`src/hw/rtl/reorder_buffer_in_order_retire_core_macros.svh`:
```
// ----------------------------------------------------------------------------
// Reorder buffer assertion macros
// Assertion macros shared by the reorder buffer RTL.
// ----------------------------------------------------------------------------
`ifndef REORDER_BUFFER_IN_ORDER_RETIRE_CORE_MACROS_SVH
`define REORDER_BUFFER_IN_ORDER_RETIRE_CORE_MACROS_SVH

// Condition that holds at every clock edge outside reset.
`define ROB_ASSERT_ALWAYS(label, clk, rst, expr, msg) \
   label: assert property (@(posedge clk) disable iff (rst) (expr)) else $error(msg);

// Condition that must hold in the cycle after a trigger.
`define ROB_ASSERT_NEXT(label, clk, rst, ante, cons, msg) \
   label: assert property (@(posedge clk) disable iff (rst) (ante) |=> (cons)) else $error(msg);

`endif

```
`src/hw/rtl/rob_pkg.sv`:
```
// ----------------------------------------------------------------------------
// Reorder buffer package
// Shared types, request and response codes and default sizes.
// ----------------------------------------------------------------------------
package rob_pkg;

   localparam int DEPTH_DEFAULT = 32;
   localparam int RETIRE_MAX    = 32;

   // Request codes on the input channel.
   localparam logic [2:0] REQ_ALLOC   = 3'd0;
   localparam logic [2:0] REQ_EXEC    = 3'd1;
   localparam logic [2:0] REQ_FINISH  = 3'd2;
   localparam logic [2:0] REQ_SETRES  = 3'd3;
   localparam logic [2:0] REQ_RETIRE  = 3'd4;
   localparam logic [2:0] REQ_FLUSH   = 3'd5;

   // Internal operation codes after classification.
   localparam logic [2:0] OP_NOP      = 3'd0;
   localparam logic [2:0] OP_ALLOC    = 3'd1;
   localparam logic [2:0] OP_EXEC     = 3'd2;
   localparam logic [2:0] OP_FINISH   = 3'd3;
   localparam logic [2:0] OP_SETRES   = 3'd4;
   localparam logic [2:0] OP_RETIRE   = 3'd5;
   localparam logic [2:0] OP_FLUSH    = 3'd6;

   // Entry kinds.
   localparam logic [2:0] KIND_REG     = 3'd0;
   localparam logic [2:0] KIND_JUMP    = 3'd2;
   localparam logic [2:0] KIND_SYSCALL = 3'd3;

   // Entry status.
   localparam logic [1:0] STAT_EMPTY  = 2'd0;
   localparam logic [1:0] STAT_ISSUED = 2'd1;
   localparam logic [1:0] STAT_EXEC   = 2'd2;
   localparam logic [1:0] STAT_DONE   = 2'd3;

   // Response kinds.
   localparam logic [2:0] RSP_ACK       = 3'd0;
   localparam logic [2:0] RSP_ALLOC     = 3'd1;
   localparam logic [2:0] RSP_REG_WRITE = 3'd2;
   localparam logic [2:0] RSP_REDIRECT  = 3'd3;
   localparam logic [2:0] RSP_HALT      = 3'd4;
   localparam logic [2:0] RSP_NO_ACTION = 3'd5;
   localparam logic [2:0] RSP_REFUSED   = 3'd6;

   typedef struct packed {
      logic [2:0]         req_type;
      logic [2:0]         entry_kind;
      logic [31:0]        dest_value;
      logic [4:0]         entry_index;
      logic signed [31:0] result_value;
   } rob_req_type;

   typedef struct packed {
      logic [2:0]         resp_kind;
      logic [4:0]         alloc_index;
      logic [31:0]        out_dest;
      logic signed [31:0] out_value;
      logic               flush_request;
      logic [31:0]        retired_total;
      logic               last;
   } rob_rsp_type;

   // Classified command handed from the front to the back.
   typedef struct packed {
      logic [2:0]  op;
      logic        index_ok;
      logic [2:0]  kind;
      logic [31:0] dest;
      logic [4:0]  index;
      logic [31:0] result;
   } rob_cmd_type;

   typedef struct packed {
      logic full;
      logic empty;
   } rob_qstat_type;

endpackage

```
`src/hw/rtl/rob_front.sv`:
```
// ----------------------------------------------------------------------------
// Reorder buffer front end
// Accepts requests, range-checks the entry index and classifies the request.
// ----------------------------------------------------------------------------
module rob_front #(
   parameter int DEPTH = rob_pkg::DEPTH_DEFAULT
) (
   input  logic                  start,
   input  rob_pkg::rob_req_type  req_data,
   input  rob_pkg::rob_qstat_type q_stat,
   output logic                  busy,
   output logic                  push,
   output rob_pkg::rob_cmd_type  push_cmd
);

   assign busy = q_stat.full;
   assign push = start && !q_stat.full;

   always_comb begin
      push_cmd.kind     = req_data.entry_kind;
      push_cmd.dest     = req_data.dest_value;
      push_cmd.index    = req_data.entry_index;
      push_cmd.result   = req_data.result_value;
      push_cmd.index_ok = 32'(req_data.entry_index) < 32'(DEPTH);
      case (req_data.req_type)
         rob_pkg::REQ_ALLOC:  push_cmd.op = rob_pkg::OP_ALLOC;
         rob_pkg::REQ_EXEC:   push_cmd.op = rob_pkg::OP_EXEC;
         rob_pkg::REQ_FINISH: push_cmd.op = rob_pkg::OP_FINISH;
         rob_pkg::REQ_SETRES: push_cmd.op = rob_pkg::OP_SETRES;
         rob_pkg::REQ_RETIRE: push_cmd.op = rob_pkg::OP_RETIRE;
         rob_pkg::REQ_FLUSH:  push_cmd.op = rob_pkg::OP_FLUSH;
         default:             push_cmd.op = rob_pkg::OP_NOP;
      endcase
   end

endmodule

```
`src/hw/rtl/rob_queue.sv`:
```
// ----------------------------------------------------------------------------
// Reorder buffer command queue
// Two-entry queue between the front end and the execution back end.
// ----------------------------------------------------------------------------
`include "reorder_buffer_in_order_retire_core_macros.svh"

module rob_queue (
   input  logic                   clock,
   input  logic                   reset,
   input  logic                   push,
   input  rob_pkg::rob_cmd_type   push_cmd,
   input  logic                   pop,
   output rob_pkg::rob_cmd_type   pop_cmd,
   output rob_pkg::rob_qstat_type q_stat
);

   logic [1:0]           count_ff, count_in;
   rob_pkg::rob_cmd_type slot0_ff, slot0_in;
   rob_pkg::rob_cmd_type slot1_ff, slot1_in;
   logic                 do_pop;

   assign do_pop       = pop && (count_ff != 2'd0);
   assign pop_cmd      = slot0_ff;
   assign q_stat.full  = (count_ff == 2'd2);
   assign q_stat.empty = (count_ff == 2'd0);

   always_comb begin
      count_in = count_ff;
      slot0_in = slot0_ff;
      slot1_in = slot1_ff;
      if (do_pop) begin
         slot0_in = slot1_ff;
      end
      // The write lands in the first free slot after any pop has shifted.
      if (push) begin
         if ((count_ff == 2'd0) || ((count_ff == 2'd1) && do_pop)) begin
            slot0_in = push_cmd;
         end else begin
            slot1_in = push_cmd;
         end
      end
      count_in = count_ff + 2'(push) - 2'(do_pop);
   end

   always_ff @(posedge clock) begin
      if (reset) begin
         count_ff <= 2'd0;
      end else begin
         count_ff <= count_in;
      end
      slot0_ff <= slot0_in;
      slot1_ff <= slot1_in;
   end

   `ROB_ASSERT_ALWAYS(a_count_bound, clock, reset, count_ff != 2'd3, "queue count overflow")
   `ROB_ASSERT_NEXT(a_push_counts, clock, reset, push && !pop && (count_ff == 2'd0), count_ff == 2'd1, "push into empty queue lost")

endmodule

```
`src/hw/rtl/rob_back.sv`:
```
// ----------------------------------------------------------------------------
// Reorder buffer back end
// Holds the entries and pointers, executes commands and walks retirement.
// ----------------------------------------------------------------------------
`include "reorder_buffer_in_order_retire_core_macros.svh"

module rob_back #(
   parameter int DEPTH = rob_pkg::DEPTH_DEFAULT
) (
   input  logic                   clock,
   input  logic                   reset,
   input  rob_pkg::rob_cmd_type   cmd,
   input  rob_pkg::rob_qstat_type q_stat,
   output logic                   pop,
   output logic                   rsp_strobe,
   output rob_pkg::rob_rsp_type   rsp_data
);

   localparam int IDX_W  = $clog2(DEPTH);
   localparam int CNT_W  = $clog2(DEPTH + 1);
   localparam int LIMIT  = (DEPTH < rob_pkg::RETIRE_MAX) ? DEPTH : rob_pkg::RETIRE_MAX;
   localparam int STEP_W = $clog2(LIMIT + 1);

   localparam logic [1:0] ST_IDLE = 2'd0;
   localparam logic [1:0] ST_LOOK = 2'd1;
   localparam logic [1:0] ST_EMIT = 2'd2;

   logic [1:0]        state_ff, state_in;
   logic [IDX_W-1:0]  head_ff, head_in;
   logic [IDX_W-1:0]  tail_ff, tail_in;
   logic [CNT_W-1:0]  occ_ff, occ_in;
   logic [31:0]       count_ff, count_in;
   logic [STEP_W-1:0] steps_ff, steps_in;
   logic [1:0]        status_ff [DEPTH];
   logic [1:0]        status_in [DEPTH];

   logic                 rsp_valid_ff, rsp_valid_in;
   rob_pkg::rob_rsp_type rsp_ff, rsp_in;

   // Entry payload memories, read at the tail with registered data.
   logic [2:0]  kind_mem [DEPTH];
   logic [31:0] dest_mem [DEPTH];
   logic [31:0] res_mem  [DEPTH];
   logic [2:0]  rd_kind_ff;
   logic [31:0] rd_dest_ff;
   logic [31:0] rd_res_ff;
   logic        rd_en;

   logic             meta_we;
   logic             res_we;
   logic [IDX_W-1:0] res_addr;
   logic [31:0]      res_wdata;
   logic [IDX_W-1:0] ix;
   logic [IDX_W-1:0] head_next;
   logic [IDX_W-1:0] tail_next;
   logic             tail_done;

   assign ix        = IDX_W'(cmd.index);
   assign head_next = (head_ff == IDX_W'(DEPTH - 1)) ? '0 : head_ff + 1'b1;
   assign tail_next = (tail_ff == IDX_W'(DEPTH - 1)) ? '0 : tail_ff + 1'b1;
   assign tail_done = (status_ff[tail_ff] == rob_pkg::STAT_DONE) &&
                      (steps_ff < STEP_W'(LIMIT));

   assign rsp_strobe = rsp_valid_ff;
   assign rsp_data   = rsp_ff;

   always_comb begin
      state_in     = state_ff;
      head_in      = head_ff;
      tail_in      = tail_ff;
      occ_in       = occ_ff;
      count_in     = count_ff;
      steps_in     = steps_ff;
      status_in    = status_ff;
      rsp_valid_in = 1'b0;
      rsp_in       = '0;
      pop          = 1'b0;
      rd_en        = 1'b0;
      meta_we      = 1'b0;
      res_we       = 1'b0;
      res_addr     = ix;
      res_wdata    = cmd.result;

      case (state_ff)
         ST_IDLE: begin
            if (!q_stat.empty) begin
               pop                  = 1'b1;
               rsp_valid_in         = 1'b1;
               rsp_in.resp_kind     = rob_pkg::RSP_ACK;
               rsp_in.last          = 1'b1;
               rsp_in.retired_total = count_ff;
               case (cmd.op)
                  rob_pkg::OP_ALLOC: begin
                     if (occ_ff >= CNT_W'(DEPTH)) begin
                        rsp_in.resp_kind = rob_pkg::RSP_REFUSED;
                     end else begin
                        meta_we            = 1'b1;
                        res_we             = 1'b1;
                        res_addr           = head_ff;
                        res_wdata          = '0;
                        status_in[head_ff] = rob_pkg::STAT_ISSUED;
                        rsp_in.resp_kind   = rob_pkg::RSP_ALLOC;
                        rsp_in.alloc_index = 5'(head_ff);
                        head_in            = head_next;
                        occ_in             = occ_ff + 1'b1;
                     end
                  end
                  rob_pkg::OP_EXEC: begin
                     if (cmd.index_ok && (status_ff[ix] != rob_pkg::STAT_EMPTY)) begin
                        status_in[ix] = rob_pkg::STAT_EXEC;
                     end
                  end
                  rob_pkg::OP_FINISH: begin
                     if (cmd.index_ok && (status_ff[ix] != rob_pkg::STAT_EMPTY)) begin
                        status_in[ix] = rob_pkg::STAT_DONE;
                        res_we        = 1'b1;
                     end
                  end
                  rob_pkg::OP_SETRES: begin
                     res_we = cmd.index_ok;
                  end
                  rob_pkg::OP_RETIRE: begin
                     // The walk answers on its own; nothing goes out now.
                     rsp_valid_in = 1'b0;
                     steps_in     = '0;
                     state_in     = ST_LOOK;
                  end
                  rob_pkg::OP_FLUSH: begin
                     for (int i = 0; i < DEPTH; i++) begin
                        status_in[i] = rob_pkg::STAT_EMPTY;
                     end
                     head_in = '0;
                     tail_in = '0;
                     occ_in  = '0;
                  end
                  default: begin
                  end
               endcase
            end
         end
         ST_LOOK: begin
            if (tail_done) begin
               rd_en    = 1'b1;
               state_in = ST_EMIT;
            end else begin
               rsp_valid_in         = 1'b1;
               rsp_in.resp_kind     = rob_pkg::RSP_ACK;
               rsp_in.retired_total = count_ff;
               rsp_in.last          = 1'b1;
               state_in             = ST_IDLE;
            end
         end
         ST_EMIT: begin
            status_in[tail_ff] = rob_pkg::STAT_EMPTY;
            tail_in            = tail_next;
            count_in           = count_ff + 1'b1;
            steps_in           = steps_ff + 1'b1;
            if (occ_ff != '0) begin
               occ_in = occ_ff - 1'b1;
            end
            rsp_valid_in         = 1'b1;
            rsp_in.retired_total = count_ff + 1'b1;
            rsp_in.resp_kind     = rob_pkg::RSP_NO_ACTION;
            if (rd_kind_ff == rob_pkg::KIND_REG) begin
               rsp_in.resp_kind = rob_pkg::RSP_REG_WRITE;
               rsp_in.out_dest  = rd_dest_ff;
               rsp_in.out_value = rd_res_ff;
            end else if ((rd_kind_ff == rob_pkg::KIND_JUMP) && (rd_res_ff != '0)) begin
               rsp_in.resp_kind     = rob_pkg::RSP_REDIRECT;
               rsp_in.out_dest      = rd_dest_ff;
               rsp_in.flush_request = 1'b1;
            end else if (rd_kind_ff == rob_pkg::KIND_SYSCALL) begin
               rsp_in.resp_kind = rob_pkg::RSP_HALT;
            end
            state_in = ST_LOOK;
         end
         default: begin
            state_in = ST_IDLE;
         end
      endcase
   end

   always_ff @(posedge clock) begin
      if (reset) begin
         state_ff     <= ST_IDLE;
         head_ff      <= '0;
         tail_ff      <= '0;
         occ_ff       <= '0;
         count_ff     <= '0;
         steps_ff     <= '0;
         rsp_valid_ff <= 1'b0;
         for (int i = 0; i < DEPTH; i++) begin
            status_ff[i] <= rob_pkg::STAT_EMPTY;
         end
      end else begin
         state_ff     <= state_in;
         head_ff      <= head_in;
         tail_ff      <= tail_in;
         occ_ff       <= occ_in;
         count_ff     <= count_in;
         steps_ff     <= steps_in;
         rsp_valid_ff <= rsp_valid_in;
         status_ff    <= status_in;
      end
      rsp_ff <= rsp_in;
   end

   always_ff @(posedge clock) begin
      if (meta_we) begin
         kind_mem[head_ff] <= cmd.kind;
         dest_mem[head_ff] <= cmd.dest;
      end
      if (rd_en) begin
         rd_kind_ff <= kind_mem[tail_ff];
         rd_dest_ff <= dest_mem[tail_ff];
      end
   end

   always_ff @(posedge clock) begin
      if (res_we) begin
         res_mem[res_addr] <= res_wdata;
      end
      if (rd_en) begin
         rd_res_ff <= res_mem[tail_ff];
      end
   end

   `ROB_ASSERT_ALWAYS(a_occ_bound, clock, reset, occ_ff <= CNT_W'(DEPTH), "occupancy above depth")
   `ROB_ASSERT_ALWAYS(a_pop_idle, clock, reset, !pop || (state_ff == ST_IDLE), "command taken during retire walk")
   `ROB_ASSERT_NEXT(a_emit_rsp, clock, reset, state_ff == ST_EMIT, rsp_valid_ff && !rsp_ff.last, "retired entry without response")

endmodule

```
`src/hw/rtl/reorder_buffer_in_order_retire_core.sv`:
```
// ----------------------------------------------------------------------------
// Reorder buffer with in-order retirement
// Circular buffer of instruction entries, allocated at the head and retired
// in order from the tail.
// ----------------------------------------------------------------------------
// Usage:
//   A request is transferred on a rising edge with start high and busy low.
//   Requests go into a two-entry queue; busy is high while that queue is full.
//   Every request produces results on rsp_data, each shown for exactly one
//   cycle with rsp_strobe high; the final result of a request has last set.
//   The receiver cannot stall, so results are never held back.
//   With the queue empty, a request is registered in the queue, taken by the
//   back end, and its first result is registered onto rsp_data. Allocate, mark
//   executing, finish, set result and flush are each done as the back end
//   takes the command from the queue. A retire walks from the tail: the back
//   end takes the request, then for each retired entry reads the tail payload
//   from the entry memories and then retires it, and it closes with an
//   acknowledge once the tail entry is not done or the walk limit is reached.
//   Synchronous reset empties all entries, clears the pointers, the
//   occupancy and the retired count, and drains the queue.
// ----------------------------------------------------------------------------
module reorder_buffer_in_order_retire_core #(
   parameter int DEPTH = rob_pkg::DEPTH_DEFAULT
) (
   input  logic                 clock,
   input  logic                 reset,
   input  logic                 start,
   output logic                 busy,
   input  rob_pkg::rob_req_type req_data,
   output logic                 rsp_strobe,
   output rob_pkg::rob_rsp_type rsp_data
);

   logic                   push;
   logic                   pop;
   rob_pkg::rob_cmd_type   push_cmd;
   rob_pkg::rob_cmd_type   pop_cmd;
   rob_pkg::rob_qstat_type q_stat;

   rob_front #(
      .DEPTH (DEPTH)
   ) u_front (
      .start    (start),
      .req_data (req_data),
      .q_stat   (q_stat),
      .busy     (busy),
      .push     (push),
      .push_cmd (push_cmd)
   );

   rob_queue u_queue (
      .clock    (clock),
      .reset    (reset),
      .push     (push),
      .push_cmd (push_cmd),
      .pop      (pop),
      .pop_cmd  (pop_cmd),
      .q_stat   (q_stat)
   );

   rob_back #(
      .DEPTH (DEPTH)
   ) u_back (
      .clock      (clock),
      .reset      (reset),
      .cmd        (pop_cmd),
      .q_stat     (q_stat),
      .pop        (pop),
      .rsp_strobe (rsp_strobe),
      .rsp_data   (rsp_data)
   );

endmodule
```
`config.mk`:
```
export PLATFORM = sky130hd
export DESIGN_NAME = reorder_buffer_in_order_retire_core
export DESIGN_NICKNAME = d
export VERILOG_FILES = /design/src/hw/rtl/rob_pkg.sv /design/src/hw/rtl/rob_front.sv /design/src/hw/rtl/rob_queue.sv /design/src/hw/rtl/rob_back.sv /design/src/hw/rtl/reorder_buffer_in_order_retire_core.sv
export VERILOG_INCLUDE_DIRS = /design/src /design/src/hw/rtl
export SDC_FILE = /design/constraint.sdc
export NUM_CORES = 2
export LEC_CHECK = 0
export BUFFER_PORTS_ARGS = -buffer_cell sky130_fd_sc_hd__buf_4
export CORE_MARGIN = 3
export CORE_UTILIZATION = 50
export DETAILED_ROUTE_END_ITERATION = 12
export PLACE_DENSITY = 0.66
export RECOVER_POWER = 25
export SLEW_MARGIN = 20
export SYNTH_ARGS = -nofsm -noshare
export SYNTH_HDL_FRONTEND = slang
export SYNTH_SLANG_ARGS = --single-unit
```
`constraint.sdc`:
```
create_clock -name clock -period 6.1 [get_ports clock]
set_clock_uncertainty 0.15 [all_clocks]
set_input_delay 1.22 -clock clock [delete_from_list [all_inputs] [get_ports clock]]
set_output_delay 1.22 -clock clock [all_outputs]
set_load 0.05 [all_outputs]
```
==> impl_results.md <==
- Status: complete, but fails checks
- Violated checks: capacitance limit, slew limit
- Slowest CP cell: nor4b_2
- CTS Root Cell: clkbuf_16
- Slack of the worst reg-to-reg path: 1.13 ns
- Crit share post-route: 81.5%
- Slew @ Worst Pin: 3.38 ns
- Pleak: 34.9 nW
- Final setup viols: 0
- P&R area growth vs syn: 13.3%
- Drt initial violations: 7,554
- Reg-to-Reg End: u_back.res_mem[11][15]
- Hold path start: u_back.rd_dest_ff[17]
- Number of buffers created by CTS: 276
- Hold Fails Final Rpt: 0
- Sw power: 11.6 mW
- Clk pwr share: 36.3%
- Post-Synthesis Cells: 5,311
- Netlist cell types: 75
- First-pass GRT wire length: 383,000 µm
- Critical Path Source Type: flop
- Area share of and/or/nand/nor cells after synthesis: 3.86%
- Clock Path Buffers: 4
- Non-filler instance count after layout: 8,407
- Fmax: 0.201 GHz
- Hold_buf cts: 0
- Seq pwr share: 52.8%
- Crit-path max FO: 40
- Post-synth top area cell: edfxtp_1
- Routability Congestion: 0.939
- Final Slew Violations: 176
- Fin nets: 5,662
- H-tree depth: 5
- Share of cells above drive strength 1: 24.1%
- Logic pwr share: 11.0%
- Vias in the first global route: 52.8k
- Post-synthesis xor/xnor area fraction: 0.298%
- Via count: 53.9k
- Yosys warns: 0
- Synth Area in Compound Gates: 5.93%
- DRC: 0
- Routed len/inst: 31.9 µm
- CTS tree: yes
- Number of synthesized register bits: 2,591
- Clock Latency Late Sink: 0.92 ns
- Pin count of the biggest net entering global routing: 127
- Mapped cell area: 99,800 µm²
- Chip width: 453 µm
- Number of gates resized after CTS: 0
- Path depth of the worst reg2reg path: 6
- Setup_tns: 0 ns
- Pint: 32.4 mW
- Type of the worst setup path: flop to flop
- Clock transition at the registers of the reported paths: 0.06 ns
- Worst vdd ir: 0.000270 V
- Buffers inserted by post-CTS timing repair: 0
- Sequential area share after synthesis: 74.9%
- Pwr/cell area: 389 nW/µm²
- WP data required: 6.51 ns
- Via-to-Cell Ratio: 6.41
- Hold Path Sink: u_back.rsp_data[83]
- Post-synth ARST share: 0%
- Hold Path Cell Cnt: 1
- Total GRT Usage: 26.0%
- Total wire length: 268,000 µm
- Number of synthesized flops with an enable pin: 2,286
- Worst endpoint data arrival time: 5.38 ns
- Fraction of synthesized area in multiplexers: 13.2%
- Ports: 186
- Num rows: 163
- Slowest Stage Delay on Critical Path: 0.88 ns
- Aggregate global routing overflow: 0
- Dpl cells: 7,930
- Input/output buffers: 185
- Main flop type after synthesis: edfxtp_1
- Reg2reg start: u_queue.pop_cmd[73]
- Synth Area in Adders: 0.201%
- Synth cell count leaders: edfxtp_1, mux4_2, dfxtp_1, a22oi_1, o21ai_0
- Syn Nets: 5,405
- Clock Sinks: 2,591
- Net Sw Frac: 26.4%
- Count leader, synth: edfxtp_1
- Initial antenna violation count: 12
- Worst slew margin: -126%
- RSZ-0062 raised after global routing: no
- HPWL after DPL: 149,000 µm
- Final Critical Period: 4.97 ns
- Crit end category: flop
- Area share of the largest cell type after synthesis: 68.8%
- Number of iterations in the first detailed-routing pass: 8
- Avg Cell Area, Syn: 18.8 µm²
- Pwr Total: 44.0 mW
- Core Region: 198,000 µm²
- Setup WS pre-CTS: 1.34 ns
- DRT antenna net count: 0
- Largest cells by area after synthesis: edfxtp_1, mux4_2, dfxtp_1
- Initial Utilization: 50.5%
- Crit-path cells: nor4b_2 > nand2_4 > a21oi_1 > nand2b_1 > nor3_2 > buf_4
- Die Area: 205,000 µm²
- Final worst slack: 1.13 ns
- Max-cap check violation count: 4
- Main combinational cell family by area after synthesis: multiplexers
- Hold WC Path Type: flop to flop
- Chip height: 453 µm
## cells in the final DEF (no fill, tap or decap), drive strengths merged, types with 10 or more instances in the layout
cell type	count
o22ai	53
clkinv	86
or2	12
o21ai	229
nand4	75
edfxtp	2286
nor3	108
nor2	188
nor4	16
mux4	538
and2	102
mux2i	108
a31oi	16
a21oi	174
xor2	14
and3	17
a22oi	277
o32ai	31
a41oi	13
dfxtp	305
nand3	34
xnor2	20
buf	248
clkbuf	439
bufinv	15
o21a	10
nand2	149
inv	57
ha	16
nand2b	21
## layout make-up
type                    instances  area, µm²
clock inverters               112        932
diodes                          3       7.51
multi-input cells            2325      23900
well taps                    2640       3300
fillers                     14700      84700
flip-flops and latches       2591      74800
repair buffers                325       2390
clock buffers                 362       7600
inverters                      49        189
## metal layers
metal	track usage [%]	wire length (µm)	up-vias
met2	39.1	122000	3025
li1	-	-	22200
met1	38.5	108000	28200
met3	5.58	29200	464
met4	8.17	8430	0
met5	0	0	-
## worst max-delay path by stage
stage	from	end	cells after the start
2_1_floorplan	u_back.tail_ff[2]	u_back.rd_dest_ff[0]	8
3_3_place_gp	u_queue.pop_cmd[73]	u_back.res_mem[11][15]	6
3_5_place_dp	u_queue.pop_cmd[73]	u_back.res_mem[11][15]	6
4_1_cts	u_queue.pop_cmd[73]	u_back.res_mem[11][15]	6
5_1_grt	reset	u_back.rsp_strobe	3
6_report	u_queue.pop_cmd[73]	u_back.res_mem[11][15]	6
## flip-flops by register name, summed over array words and instances (netlist names), 5 cells and up
register           count
u_back.res_mem      1024
u_back.dest_mem     1024
u_back.tail_ff         5
u_back.steps_ff        6
u_back.count_ff       32
u_back.rd_dest_ff     32
u_queue.slot1_ff      75
u_back.kind_mem       96
u_back.rd_res_ff      32
u_back.occ_ff          6
u_back.rsp_data      106
u_back.status_ff      64
u_queue.pop_cmd       76
u_back.head_ff         5
## stage by stage
stage	hold WS (ns)	util [%]	area, µm²
after CTS	0.254	57.3	113000
after detailed placement	0.293	53.0	105000
after global routing	0.312	57.2	113000
final	0.300	57.2	113000
after global placement	0.288	53.0	105000
after floorplan	0.270	-	99800
## power by group through the flow
stage	Combinational, mW	Sequential [mW]	Clock [mW]
6_report	4.83	23.2	16.0
5_1_grt	5.09	23.4	16.9
4_1_cts	4.78	23.2	16.2
3_5_place_dp	4.77	23.6	0
3_3_place_gp	4.62	23.5	0
2_1_floorplan	2.67	23.0	0
## critical path, delay by kind of cell (launching register included)
kind	cells	cell delay (ns)
AOI/OAI and AO/OA	1	0.86
buffers and inverters	1	0.37
DFF	1	0.74
and+or+nand+nor	4	2.48
## logic make-up after synthesis
group	Yosys count
flops	2591
compound gates	861
simple gates	767
mux	647
buf+inv	395
xor+xnor	34
fa+ha+maj	16
No activity file was read; power rests on OpenSTA's default activity.
